**src/spcm_pkg.sv**
```systemverilog
// Shared types, register indexes and decode helpers for the PCM16 sample converter.
package spcm_pkg;

   localparam int unsigned RAW_W    = 32;
   localparam int unsigned EXP_W    = 8;
   localparam int unsigned PCM_W    = 16;
   localparam int unsigned CSR_IDX_W  = 2;
   localparam int unsigned CSR_DATA_W = 6;
   localparam int unsigned DEPTH_W    = 6;
   localparam int unsigned LAYOUT_W   = 2;

   // Single-precision field widths and the scaled product width (24 x 15 bits).
   localparam int unsigned MAN_W  = 23;
   localparam int unsigned SIG_W  = MAN_W + 1;
   localparam int unsigned PROD_W = SIG_W + 15;
   localparam int unsigned RND_W  = SIG_W + 1;

   localparam logic [EXP_W-1:0]   EXP_ONE   = 8'd127;
   localparam logic [EXP_W-1:0]   EXP_SPEC  = 8'd255;
   localparam logic [EXP_W-1:0]   SHIFT_HI  = 8'd135;  // 150 - 15
   localparam logic [EXP_W-1:0]   SHIFT_LO  = 8'd136;  // 150 - 14
   localparam logic [EXP_W-1:0]   SHIFT_OUT = 8'd25;   // at or beyond this nothing is left
   localparam logic [PCM_W-1:0]   PCM_FULL  = 16'h7FFF;
   localparam logic [DEPTH_W-1:0] DEPTH_RESET = 6'd16;
   localparam logic [DEPTH_W-1:0] DEPTH_24    = 6'd24;
   localparam logic [DEPTH_W-1:0] DEPTH_32    = 6'd32;

   typedef enum logic [CSR_IDX_W-1:0] {
      CSR_SOURCE_IS_FLOAT  = 2'd0,
      CSR_FLOAT_LAYOUT     = 2'd1,
      CSR_SOURCE_BIT_DEPTH = 2'd2
   } csr_index_type;

   typedef enum logic [LAYOUT_W-1:0] {
      LAYOUT_REBUILD = 2'd0,
      LAYOUT_LOW16   = 2'd1,
      LAYOUT_SHIFT8  = 2'd2
   } layout_type;

   typedef struct packed {
      logic                  source_is_float;
      logic [LAYOUT_W-1:0]   float_layout;
      logic [DEPTH_W-1:0]    source_bit_depth;
   } cfg_type;

   typedef enum logic [1:0] {
      MODE_FLOAT  = 2'd0,
      MODE_LOW16  = 2'd1,
      MODE_MID16  = 2'd2,
      MODE_HIGH16 = 2'd3
   } mode_type;

   typedef enum logic [1:0] {
      CLASS_ZERO   = 2'd0,
      CLASS_FULL   = 2'd1,
      CLASS_NORMAL = 2'd2
   } class_type;

   typedef struct packed {
      logic s1;
      logic s2;
      logic s3;
      logic s4;
   } stage_load_type;

   function automatic mode_type decode_mode(input cfg_type cfg);
      mode_type m;
      m = MODE_LOW16;
      if (cfg.source_is_float) begin
         case (cfg.float_layout)
            LAYOUT_REBUILD: m = MODE_FLOAT;
            LAYOUT_LOW16:   m = MODE_LOW16;
            default:        m = MODE_MID16;
         endcase
      end else if (cfg.source_bit_depth == DEPTH_24) begin
         m = MODE_MID16;
      end else if (cfg.source_bit_depth == DEPTH_32) begin
         m = MODE_HIGH16;
      end
      return m;
   endfunction

   function automatic logic [PCM_W-1:0] int_select(input mode_type m,
                                                    input logic [RAW_W-1:0] raw);
      logic [PCM_W-1:0] r;
      case (m)
         MODE_MID16:  r = raw[23:8];
         MODE_HIGH16: r = raw[31:16];
         default:     r = raw[15:0];
      endcase
      return r;
   endfunction

endpackage

```
**src/spcm_csr.sv**
```systemverilog
// Configuration registers of the PCM16 sample converter.
module spcm_csr (
   input  logic                                 clock,
   input  logic                                 reset,
   input  logic                                 csr_write_enable,
   input  logic [spcm_pkg::CSR_IDX_W-1:0]       csr_index,
   input  logic [spcm_pkg::CSR_DATA_W-1:0]      csr_write_data,
   output spcm_pkg::cfg_type                    cfg
);
   import spcm_pkg::*;

   cfg_type cfg_ff, cfg_in;

   always_comb begin
      cfg_in = cfg_ff;
      if (csr_write_enable) begin
         case (csr_index_type'(csr_index))
            CSR_SOURCE_IS_FLOAT:  cfg_in.source_is_float  = csr_write_data[0];
            CSR_FLOAT_LAYOUT:     cfg_in.float_layout     = csr_write_data[LAYOUT_W-1:0];
            CSR_SOURCE_BIT_DEPTH: cfg_in.source_bit_depth = csr_write_data[DEPTH_W-1:0];
            default:              cfg_in = cfg_ff;
         endcase
      end
   end

   always_ff @(posedge clock) begin
      if (reset) begin
         cfg_ff.source_is_float  <= 1'b0;
         cfg_ff.float_layout     <= LAYOUT_REBUILD;
         cfg_ff.source_bit_depth <= DEPTH_RESET;
      end else begin
         cfg_ff <= cfg_in;
      end
   end

   assign cfg = cfg_ff;

endmodule

```
**src/spcm_flow_ctrl.sv**
```systemverilog
// Valid bits and per-stage load enables of the four-stage conversion pipeline.
module spcm_flow_ctrl (
   input  logic                     clock,
   input  logic                     reset,
   input  logic                     req_valid,
   output logic                     req_ready,
   output logic                     rsp_valid,
   input  logic                     rsp_ready,
   output spcm_pkg::stage_load_type ld
);
   import spcm_pkg::*;

   logic [3:0] valid_ff, valid_in;
   logic [3:0] open_stage;

   // A stage can take a new item when empty or when its own item moves on.
   always_comb begin
      open_stage[3] = !valid_ff[3] || rsp_ready;
      open_stage[2] = !valid_ff[2] || open_stage[3];
      open_stage[1] = !valid_ff[1] || open_stage[2];
      open_stage[0] = !valid_ff[0] || open_stage[1];

      ld.s1 = open_stage[0] && req_valid;
      ld.s2 = open_stage[1] && valid_ff[0];
      ld.s3 = open_stage[2] && valid_ff[1];
      ld.s4 = open_stage[3] && valid_ff[2];

      valid_in[0] = open_stage[0] ? req_valid   : valid_ff[0];
      valid_in[1] = open_stage[1] ? valid_ff[0] : valid_ff[1];
      valid_in[2] = open_stage[2] ? valid_ff[1] : valid_ff[2];
      valid_in[3] = open_stage[3] ? valid_ff[2] : valid_ff[3];
   end

   always_ff @(posedge clock) begin
      if (reset) begin
         valid_ff <= '0;
      end else begin
         valid_ff <= valid_in;
      end
   end

   assign req_ready = open_stage[0];
   assign rsp_valid = valid_ff[3];

endmodule

```
**src/spcm_datapath.sv**
```systemverilog
// Payload stages: input capture, scaled product, rounding, final shift and output register.
module spcm_datapath (
   input  logic                                  clock,
   input  spcm_pkg::stage_load_type              ld,
   input  spcm_pkg::cfg_type                     cfg,
   input  logic signed [spcm_pkg::RAW_W-1:0]     req_raw_sample,
   input  logic [spcm_pkg::EXP_W-1:0]            req_exponent_byte,
   output logic signed [spcm_pkg::PCM_W-1:0]     rsp_pcm_sample
);
   import spcm_pkg::*;

   // Stage 1: captured item and decoded mode.
   logic [RAW_W-1:0]  s1_raw_ff;
   logic [EXP_W-1:0]  s1_exp_ff;
   mode_type          s1_mode_ff;

   // Stage 2: significand times 32767, class and integer result.
   logic [PROD_W-1:0] s2_prod_ff, s2_prod_in;
   logic [EXP_W-1:0]  s2_exp_ff;
   logic              s2_neg_ff;
   class_type         s2_class_ff, s2_class_in;
   logic              s2_float_ff;
   logic [PCM_W-1:0]  s2_int_ff;

   // Stage 3: product rounded to 24 significant bits, and the right shift still due.
   logic [RND_W-1:0]  s3_rnd_ff, s3_rnd_in;
   logic [EXP_W-1:0]  s3_shift_ff, s3_shift_in;
   logic              s3_neg_ff;
   class_type         s3_class_ff;
   logic              s3_float_ff;
   logic [PCM_W-1:0]  s3_int_ff;

   logic [PCM_W-1:0]  pcm_ff, pcm_in;

   logic [MAN_W-1:0]  man;
   logic [SIG_W-1:0]  sig;
   logic [SIG_W-1:0]  kept;
   logic              round_up;
   logic [RND_W-1:0]  shifted;
   logic [PCM_W-1:0]  mag;

   // The magnitude's low 23 bits equal the 23-bit negation of the raw low bits.
   always_comb begin
      man = s1_raw_ff[RAW_W-1] ? (~s1_raw_ff[MAN_W-1:0] + MAN_W'(1))
                               : s1_raw_ff[MAN_W-1:0];
      sig = {1'b1, man};
      s2_prod_in = {sig, 15'd0} - {15'd0, sig};
      if (s1_exp_ff == EXP_SPEC && man != '0) begin
         s2_class_in = CLASS_ZERO;
      end else if (s1_exp_ff >= EXP_ONE) begin
         s2_class_in = CLASS_FULL;
      end else if (s1_exp_ff == '0) begin
         // Denormals are far below one output step.
         s2_class_in = CLASS_ZERO;
      end else begin
         s2_class_in = CLASS_NORMAL;
      end
   end

   // A normal product has 38 or 39 bits, so only its top bit picks the rounding point.
   always_comb begin
      if (s2_prod_ff[PROD_W-1]) begin
         kept        = s2_prod_ff[PROD_W-1:15];
         round_up    = s2_prod_ff[14] && ((|s2_prod_ff[13:0]) || kept[0]);
         s3_shift_in = SHIFT_HI - s2_exp_ff;
      end else begin
         kept        = s2_prod_ff[PROD_W-2:14];
         round_up    = s2_prod_ff[13] && ((|s2_prod_ff[12:0]) || kept[0]);
         s3_shift_in = SHIFT_LO - s2_exp_ff;
      end
      s3_rnd_in = {1'b0, kept} + {{SIG_W{1'b0}}, round_up};
   end

   always_comb begin
      shifted = s3_rnd_ff >> s3_shift_ff[4:0];
      if (s3_shift_ff >= SHIFT_OUT) begin
         mag = '0;
      end else begin
         mag = shifted[PCM_W-1:0];
      end
      case (s3_class_ff)
         CLASS_FULL:   pcm_in = PCM_FULL;
         CLASS_NORMAL: pcm_in = mag;
         default:      pcm_in = '0;
      endcase
      if (s3_neg_ff) begin
         pcm_in = ~pcm_in + PCM_W'(1);
      end
      if (!s3_float_ff) begin
         pcm_in = s3_int_ff;
      end
   end

   always_ff @(posedge clock) begin
      if (ld.s1) begin
         s1_raw_ff  <= req_raw_sample;
         s1_exp_ff  <= req_exponent_byte;
         s1_mode_ff <= decode_mode(cfg);
      end
      if (ld.s2) begin
         s2_prod_ff  <= s2_prod_in;
         s2_exp_ff   <= s1_exp_ff;
         s2_neg_ff   <= s1_raw_ff[RAW_W-1];
         s2_class_ff <= s2_class_in;
         s2_float_ff <= (s1_mode_ff == MODE_FLOAT);
         s2_int_ff   <= int_select(s1_mode_ff, s1_raw_ff);
      end
      if (ld.s3) begin
         s3_rnd_ff   <= s3_rnd_in;
         s3_shift_ff <= s3_shift_in;
         s3_neg_ff   <= s2_neg_ff;
         s3_class_ff <= s2_class_ff;
         s3_float_ff <= s2_float_ff;
         s3_int_ff   <= s2_int_ff;
      end
      if (ld.s4) begin
         pcm_ff <= pcm_in;
      end
   end

   assign rsp_pcm_sample = pcm_ff;

endmodule

```
**src/audio_sample_to_pcm16_converter_core.sv**
```systemverilog
// Top level of the PCM16 sample converter.
//
// Input channel req_*: one decoded sample (req_raw_sample) and a biased
// exponent (req_exponent_byte) per item. Result channel rsp_*: one signed
// 16-bit sample (rsp_pcm_sample) per item, in order. Both use valid/ready.
// The csr_* port writes the three mode registers; write them only while no
// item is in flight.
// An item passes four registers (capture, scaled product, rounding, output
// with final shift) before its result is offered on rsp_*.
// One item is taken every cycle while the receiver keeps rsp_ready high; the
// rate is set by the single output register draining once per cycle.
// When the receiver stalls, each stage keeps its item and the empty stages
// in front of it still fill, so up to four items are held before req_ready
// drops. Reset empties the pipeline and sets integer mode, 16-bit depth.
module audio_sample_to_pcm16_converter_core (
   input  logic                                 clock,
   input  logic                                 reset,
   input  logic                                 req_valid,
   output logic                                 req_ready,
   input  logic signed [spcm_pkg::RAW_W-1:0]    req_raw_sample,
   input  logic [spcm_pkg::EXP_W-1:0]           req_exponent_byte,
   output logic                                 rsp_valid,
   input  logic                                 rsp_ready,
   output logic signed [spcm_pkg::PCM_W-1:0]    rsp_pcm_sample,
   input  logic                                 csr_write_enable,
   input  logic [spcm_pkg::CSR_IDX_W-1:0]       csr_index,
   input  logic [spcm_pkg::CSR_DATA_W-1:0]      csr_write_data
);
   import spcm_pkg::*;

   cfg_type        cfg;
   stage_load_type ld;

   spcm_csr u_csr (
      .clock            (clock),
      .reset            (reset),
      .csr_write_enable (csr_write_enable),
      .csr_index        (csr_index),
      .csr_write_data   (csr_write_data),
      .cfg              (cfg)
   );

   spcm_flow_ctrl u_flow (
      .clock     (clock),
      .reset     (reset),
      .req_valid (req_valid),
      .req_ready (req_ready),
      .rsp_valid (rsp_valid),
      .rsp_ready (rsp_ready),
      .ld        (ld)
   );

   spcm_datapath u_datapath (
      .clock             (clock),
      .ld                (ld),
      .cfg               (cfg),
      .req_raw_sample    (req_raw_sample),
      .req_exponent_byte (req_exponent_byte),
      .rsp_pcm_sample    (rsp_pcm_sample)
   );

endmodule

```
**config.mk**
```make
export PLATFORM = sky130hd
export DESIGN_NAME = audio_sample_to_pcm16_converter_core
export DESIGN_NICKNAME = d
export VERILOG_FILES = /design/src/spcm_pkg.sv /design/src/spcm_csr.sv /design/src/spcm_flow_ctrl.sv /design/src/spcm_datapath.sv /design/src/audio_sample_to_pcm16_converter_core.sv
export SDC_FILE = /design/constraint.sdc
export NUM_CORES = 1
export LEC_CHECK = 0
export BUFFER_PORTS_ARGS = -buffer_cell sky130_fd_sc_hd__buf_2
export CAP_MARGIN = 40
export CORE_ASPECT_RATIO = 1.5
export CORE_MARGIN = 1
export CORE_UTILIZATION = 45
export DETAILED_ROUTE_END_ITERATION = 6
export PLACE_DENSITY_LB_ADDON = 0.1
export SKIP_LAST_GASP = 1
export SYNTH_ARGS = -nofsm -noshare
export SYNTH_HDL_FRONTEND = slang
export SYNTH_SLANG_ARGS = --single-unit
```
**constraint.sdc**
```tcl
create_clock -name clock -period 6 [get_ports clock]
set_input_delay 0.3 -clock clock [delete_from_list [all_inputs] [get_ports clock]]
set_output_delay 0.3 -clock clock [all_outputs]
set_load 0.05 [all_outputs]
```
==> qor.csv, run 1 <==
stage,metric,value,unit
detailed_routing,drt first pass iters,4,
floorplanning,die area,25800,um2
worst_setup_path,crit path launch,u_datapath.s1_raw_ff[4],
sta,"Hold Vio Cnt, Final",0,
power_and_ir_drop,clock power share,0.358,
sta,RSZ-0062 raised after global routing,false,
worst_setup_path,max incr delay on CP,0.62,ns
clock_network,clk root buf,clkbuf_16,
clock_network,CTS Buf Count,17,
detailed_routing,Vias/cell,5.57,
worst_setup_path,R2R setup slack,1.13,ns
floorplanning,Die Wd,132,um
synth,unique cell type count in the Yosys netlist,80,
floorplanning,initial core utilization,0.462,
synth,syn_nets,1075,
synth,Syn. warnings,0,
sta,final setup TNS,0,ns
power_and_ir_drop,Design Power,3.40,mW
synth,Mapped Cells,1006,
detailed_routing,drt total wl,26100,um
clock_network,"Clk Latency, worst-skew pair",0.43,ns
cells_and_area,fill count,2219,
worst_setup_path,critical path class,reg2reg,
worst_setup_path,critical path launch point type,register,
synth,sequential share of the synthesized area,0.495,
clock_network,Post-CTS Setup Inserts,0,
power_and_ir_drop,switching portion of total power,0.257,
global_route,vias in the first global route,7704,
sta,Final Slew Violations,0,
synth,Synth top area share,0.472,
clock_network,CTS tree,built,
worst_setup_path,CP max FO,14,
cells_and_area,Nets,1126,
clock_network,# resized after CTS,0,
synth,Synth area leader,edfxtp_1,
synth,asr flop ratio synth,0,
worst_setup_path,CP required,6.16,ns
global_route,largest net degree at the start of global routing,68,
floorplanning,floorplan core area,24500,um2
worst_setup_path,crit path DAT,5.03,ns
power_and_ir_drop,peak supply drop,0.186,mV
worst_hold_path,class of the worst hold path,in2reg,
place,Final HPWL DP,20100,um
detailed_routing,DR vias,7759,
clock_network,Clock transition at path regs,0.07,ns
place,PortBufs,70,
power_and_ir_drop,combinational power share,0.158,
worst_setup_path,cells along the critical path,nor4_4 -> nand3_1 -> o41ai_1 -> xor2_1 -> ha_1 -> a21o_1 -> nand2_1 -> a21oi_1 -> o32ai_1 -> a21oi_1 -> a31o_2 -> a31oi_1 -> nand3_1 -> xor2_1,
synth,Yosys reg bits,191,
outcome,outcome,finished clean,
flow_run,max-cap viol count,0,
global_route,Tot GR Track Use,0.208,
detailed_routing,Final ANT Viol Nets,0,
global_route,GRT overflow,0,
place,RD Place Congestion,0.926,
floorplanning,Die Span Y,196,um
clock_network,# clock sinks,191,
power_and_ir_drop,Lkg Pwr,4.67,nW
worst_setup_path,Worst setup EP type,register,
clock_network,H-Tree Depth,4,
power_and_ir_drop,pwr dens,269,nW/um2
clock_network,hold buffer count at CTS,0,
place,DP Worst Slack,1.21,ns
worst_setup_path,Reg2Reg Depth,14,
power_and_ir_drop,Seq pwr share,0.484,
power_and_ir_drop,Internal,2.52,mW
floorplanning,# rows,70,
cells_and_area,area grow syn2layout,11.6,%
cells_and_area,Final Util,0.515,
global_route,initial antenna violation count,0,
detailed_routing,DRC Markers,0,
sta,f_max,0.205,GHz
worst_setup_path,Setup crit end,u_datapath.s2_prod_ff[31],
sta,Worst Clk Skew,0.0118,ns
global_route,first-pass GRT wire length,41000,um
synth,top_reg_cell synth,edfxtp_1,
synth,Post-synth EDFFs,178,
worst_setup_path,worst-path cell with the longest stage delay,edfxtp_1,
cells_and_area,layout cells sized above 1,0.173,
sta,Final Cycle Share,0.812,
sta,crit path time final,4.87,ns
detailed_routing,drt first-iter violations,431,
power_and_ir_drop,Psw,871,uW
worst_setup_path,terminus of the critical flop-to-flop path,u_datapath.s2_prod_ff[31],
sta,worst rel slew slack,0.386,
synth,cell area after synthesis,11300,um2
synth,synth top area cells,"edfxtp_1 (47%), mux4_2 (4.6%), mux2i_1 (4.5%), xor2_1 (4.3%), xnor2_1 (4.3%)",
sta,post-route setup slack,1.13,ns
sta,final setup vio count,0,
floorplanning,# IOs,71,
clock_network,Longest Clk Path Bufs,2,
synth,synthesized area per cell,11.3,um2
worst_setup_path,Reg2Reg Launch Point,u_datapath.s1_raw_ff[4],
sta,Worst-Margin Slew,0.918,ns
cells_and_area,Antenna Cells,0,
detailed_routing,wire per inst,18.7,um
## worst max-delay path, delay by kind of cell, from the launching register on
family	cells	cell delay, ns
XOR/XNOR	2	0.57
adder cells (fa/ha/maj)	1	0.39
flip-flops	1	0.62
AND/OR/NAND/NOR	4	1.18
AO/OA/AOI/OAI	7	1.84
## layout by cell type (no fill, tap or decap), types with 17 or more instances in the layout
cell type / synthesis / routed
buf_2: 7 / 70
xnor2_1: 55 / 55
inv_1: 25 / 25
nor2b_1: 21 / 20
edfxtp_1: 178 / 178
nand3_1: 27 / 27
nand2_1: 81 / 81
nand2b_1: 17 / 17
clkbuf_16: 0 / 17
a21oi_1: 64 / 63
mux2i_1: 51 / 51
mux2_2: 25 / 25
nor2_1: 89 / 89
xor2_1: 56 / 56
mux4_2: 23 / 23
nor3_1: 20 / 20
o21ai_0: 21 / 21
## per-layer routing
layer | global-route usage | routed length (um)
met5 | 0 | 0
met4 | 0.125 | 1300
met3 | 0.0248 | 483
met2 | 0.396 | 14300
met1 | 0.217 | 9980
## cells in the mapped netlist, types with 3 or more instances
cell type	instances
nand4_1	8
o21ai_1	10
or3_1	7
mux4_2	23
a21oi_1	64
a211oi_1	6
nor2b_1	21
nand2_1	81
a221oi_1	3
o22ai_1	5
or2_2	3
edfxtp_1	178
and2_1	6
nand3_1	27
a31oi_1	8
and3_1	13
nand2b_1	17
buf_2	7
xnor2_1	55
nand3b_1	7
mux2i_1	51
xor2_1	56
nor4b_1	3
clkbuf_1	36
o21ai_0	21
o41ai_1	9
nor4_1	7
nor2_1	89
dfxtp_1	13
a21o_1	5
ha_1	16
or4_1	3
inv_1	25
buf_1	7
o41ai_2	3
nor3_1	20
a41o_1	3
o31ai_1	4
nor3b_1	5
and4_1	6
mux2_2	25
## power groups by stage
| stage | registers [mW] | clock network (mW) | logic [mW] |
|---|---|---|---|
| global placement | 1.67 | 0 | 0.532 |
| global route | 1.65 | 1.29 | 0.582 |
| floorplan | 1.63 | 0 | 0.412 |
| CTS | 1.64 | 1.24 | 0.535 |
| finish | 1.64 | 1.22 | 0.536 |
| detailed placement | 1.67 | 0 | 0.531 |
## worst min path at each step
| stage | cells after the start | endpoint | start |
|---|---|---|---|
| global placement | 0 | u_datapath.s3_int_ff[3] | u_datapath.s2_int_ff[3] |
| finish | 1 | u_datapath.s1_raw_ff[2] | req_raw_sample[2] |
| global route | 1 | u_datapath.s1_exp_ff[1] | req_exponent_byte[1] |
| CTS | 1 | u_datapath.s1_raw_ff[7] | req_raw_sample[7] |
| floorplan | 1 | u_flow.valid_ff[0] | reset |
| detailed placement | 0 | u_datapath.s3_int_ff[13] | u_datapath.s2_int_ff[13] |
## metrics by stage
stage / area, um2 / hold slack (ns) / std cells
2_1_floorplan: 11300 / 0.369 / 1006
3_3_place_gp: 12000 / 0.403 / 1362
3_5_place_dp: 12000 / 0.405 / 1362
4_1_cts: 12600 / 0.0197 / 1393
5_1_grt: 12600 / 0.0167 / 1393
6_report: 12600 / 0.0365 / 1393
## cell type report
| class | instances | area (um2) | area share |
|---|---|---|---|
| flip-flops and latches | 191 | 5610 | 0.444 |
| well taps | 324 | 405 | 0.0321 |
| inverters | 28 | 105 | 0.00832 |
| repair buffers | 84 | 455 | 0.0361 |
| clock buffers | 17 | 425 | 0.0337 |
| clock inverters | 14 | 213 | 0.0168 |
| multi-input cells | 735 | 5420 | 0.429 |
## state kept, by name (all words and copies together) (netlist names), 2 cells and up
signal,flops
u_csr.cfg,9
u_datapath.rsp_pcm_sample,16
u_datapath.s1_exp_ff,8
u_datapath.s1_mode_ff,2
u_datapath.s1_raw_ff,32
u_datapath.s2_class_ff,2
u_datapath.s2_exp_ff,8
u_datapath.s2_int_ff,16
u_datapath.s2_prod_ff,39
u_datapath.s3_class_ff,2
u_datapath.s3_int_ff,16
u_datapath.s3_rnd_ff,25
u_datapath.s3_shift_ff,8
u_flow.valid_ff,4
## cell families (layout without fill, tap and decap cells)
group           count (synthesis)  in the layout  share of synthesized area
simple gates                  333            333                      0.150
flops                         191            191                      0.495
compound gates                173            173                      0.103
xor+xnor                      113            113                     0.0893
mux                           100            100                      0.117
buf+inv                        80            143                     0.0286
fa+ha+maj                      16             16                     0.0177
(Power assumes the default switching activity.)
==> run 2: changes to the inputs <==
ABC_AREA = 1   (was default)
clock period = 4.7 ns   (was 6 ns; I/O delays follow)
==> qor.csv, run 2 <==
stage,metric,value,unit
outcome,outcome,finished clean,
cells_and_area,"most common cell after layout, fill and taps aside",nand2_1,
detailed_routing,drt first pass iters,6,
clock_network,hold buffer count at CTS,44,
sta,Final Cycle Share,0.815,
cells_and_area,Final Instance Area,13300,um2
synth,Synth area leader,edfxtp_1,
worst_setup_path,cells along the critical path,inv_2 -> ha_1 -> inv_2 -> nor2_4 -> nand2_2 -> nor2_4 -> nand3_1 -> nand2_1 -> xor2_1 -> inv_1 -> ha_1 -> a21oi_1 -> nor2_1 -> nor2_2 -> nand2_1 -> nand2_1 -> nand2_1 -> o21ai_1 -> nand2_1,
synth,multiplexer share of the synthesized area,0.00435,
synth,Yosys reg bits,191,
clock_network,CTS Buf Count,17,
synth,Synth Area in XOR/XNOR,0.0568,
cells_and_area,area grow syn2layout,16.0,%
worst_setup_path,CP max FO,6,
synth,Mapped Cells,1349,
synth,top_reg_cell synth,edfxtp_1,
synth,synth top area cells,"edfxtp_1 (47%), nand2_1 (11%), nand3_1 (9.1%), nor2_1 (4.1%), inv_1 (4.1%)",
clock_network,# resized after CTS,0,
sta,"Hold Vio Cnt, Final",0,
synth,unique cell type count in the Yosys netlist,52,
floorplanning,die area,26200,um2
floorplanning,Die Wd,132,um
cells_and_area,fill count,2399,
worst_setup_path,CP top delay family,simple AND/OR/NAND/NOR gates,
synth,synthesized area per cell,8.52,um2
worst_setup_path,crit path DAT,4.03,ns
synth,main combinational cell family by area after synthesis,simple AND/OR/NAND/NOR gates,
clock_network,"Clk Latency, worst-skew pair",0.45,ns
power_and_ir_drop,Lkg Pwr,5.61,nW
cells_and_area,max reg flops,39,
worst_setup_path,CP required,4.90,ns
synth,Commonest cells post-synth,"nand2_1 (326), nand3_1 (208), edfxtp_1 (178)",
sta,RSZ-0062 raised after global routing,false,
synth,cell area after synthesis,11500,um2
sta,post-route setup slack,0.868,ns
clock_network,Longest Clk Path Bufs,2,
synth,Synth Area in Simple Gates,0.311,
detailed_routing,DRC Markers,0,
global_route,largest net degree at the start of global routing,44,
synth,Synth top area share,0.465,
synth,sequential share of the synthesized area,0.488,
sta,crit path time final,3.83,ns
worst_setup_path,critical path launch point type,register,
sta,Worst Clk Skew,0.00891,ns
cells_and_area,Largest Register,u_datapath.s2_prod_ff,
sta,final setup vio count,0,
floorplanning,# IOs,71,
place,placed insts,1724,
detailed_routing,drt first-iter violations,519,
worst_setup_path,worst-path cell with the longest stage delay,edfxtp_1,
detailed_routing,DR vias,9486,
global_route,initial antenna violation count,0,
clock_network,Clock transition at path regs,0.07,ns
detailed_routing,drt total wl,31000,um
synth,asr flop ratio synth,0,
detailed_routing,wire per inst,17.2,um
sta,worst hold slack,0.0259,ns
power_and_ir_drop,peak supply drop,0.253,mV
cells_and_area,layout cells sized above 1,0.145,
worst_hold_path,class of the worst hold path,in2reg,
floorplanning,# rows,71,
worst_setup_path,Worst setup EP type,register,
floorplanning,initial core utilization,0.459,
worst_setup_path,"Buf+Inv Stages, Crit Path",3,
clock_network,Post-CTS Setup Inserts,0,
global_route,first-pass GRT wire length,48600,um
cells_and_area,Antenna Cells,0,
sta,final setup TNS,0,ns
sta,Worst-Margin Slew,0.792,ns
place,PortBufs,70,
synth,Syn. warnings,0,
clock_network,# clock sinks,191,
place,post-detailed-placement cell area,12200,um2
power_and_ir_drop,pwr dens,320,nW/um2
global_route,GRT overflow,0,
clock_network,clk root buf,clkbuf_16,
synth,Compound-Gate Fraction of Synth Area,0.0591,
sta,f_max,0.261,GHz
cells_and_area,Nets,1528,
cells_and_area,fin cells,1800,
synth,adder-cell share of the synthesized area,0.0174,
detailed_routing,Final ANT Viol Nets,0,
floorplanning,Die Span Y,198,um
global_route,Tot GR Track Use,0.248,
detailed_routing,Vias/cell,5.27,
sta,Final Slew Violations,0,
flow_run,max-cap viol count,0,
synth,Post-synth EDFFs,178,
place,RD Place Congestion,1.01,
cells_and_area,largest registers,"u_datapath.s2_prod_ff x39, u_datapath.s1_raw_ff x32, u_datapath.s3_rnd_ff x25",
synth,syn_nets,1418,
cells_and_area,"commonest cells after routing, fill and taps aside","nand2_1 (326), nand3_1 (208), edfxtp_1 (178)",
clock_network,H-Tree Depth,4,
worst_setup_path,Most common cell on crit path,nand2_1,
place,Final HPWL DP,24200,um
place,DP Worst Slack,0.911,ns
sta,worst rel slew slack,0.472,
global_route,vias in the first global route,9285,
worst_setup_path,critical path class,reg2reg,
synth,top-count cell post-synth,nand2_1,
clock_network,CTS tree,built,
worst_setup_path,max incr delay on CP,0.52,ns
floorplanning,floorplan core area,25100,um2
run 2: path summary, 6_finish.rpt:
kind                              from                   endpoint  slack, ns  cells after the start
max            u_datapath.s1_raw_ff[0]  u_datapath.s2_prod_ff[33]       0.87                     19
min                  csr_write_data[1]               u_csr.cfg[7]       0.03                      3
max reg2reg    u_datapath.s1_raw_ff[0]  u_datapath.s2_prod_ff[33]       0.87                     19
min reg2reg  u_datapath.s2_class_ff[1]  u_datapath.s3_class_ff[1]       0.42                      0
run 2: layout make-up:
class                   count  area (um2)  area share
clock buffers              17         425      0.0319
inverters                 145         547      0.0410
flip-flops and latches    191        5610       0.421
well taps                 328         410      0.0308
repair buffers            128         928      0.0697
multi-input cells         976        5170       0.388
clock inverters            15         243      0.0182
run 2: cells by family (layout without fill, tap and decap cells):
family          after synthesis  count (layout)
fa+ha+maj                    16              16
buf+inv                     182             305
flops                       191             191
xor+xnor                     66              66
compound gates              115             115
mux                           5               5
simple gates                774             774
run 2: metal layers:
layer | wire length [um] | GRT usage | vias to the layer above
met5 | 0 | 0 | -
met4 | 1710 | 0.158 | 0
met3 | 1050 | 0.0381 | 101
met2 | 17100 | 0.481 | 269
met1 | 11200 | 0.244 | 4329
li1 | - | - | 4787
run 2: power breakdown:
part | internal [mW] | switching, mW | leakage (nW) | total, mW
Sequential | 1.97 | 0.0494 | 1.78 | 2.02
Clock | 0.918 | 0.686 | 0.321 | 1.60
Combinational | 0.217 | 0.426 | 3.51 | 0.643
Total | 3.10 | 1.16 | 5.61 | 4.26
run 2: metrics by stage:
stage | util | power (mW)
2_1_floorplan | - | 2.47
3_3_place_gp | 0.485 | 2.66
3_5_place_dp | 0.488 | 2.66
4_1_cts | 0.532 | 4.30
5_1_grt | 0.532 | 4.43
6_report | 0.532 | 4.26
run 2: worst reg2reg max path, stage by stage (launching register included):
cell	delay, ns
edfxtp_1	0.52
inv_2	0.15
ha_1	0.31
inv_2	0.10
nor2_4	0.13
nand2_2	0.09
nor2_4	0.17
nand3_1	0.09
nand2_1	0.10
xor2_1	0.31
inv_1	0.14
ha_1	0.41
a21oi_1	0.30
nor2_1	0.10
nor2_2	0.14
nand2_1	0.08
nand2_1	0.13
nand2_1	0.10
o21ai_1	0.15
nand2_1	0.07
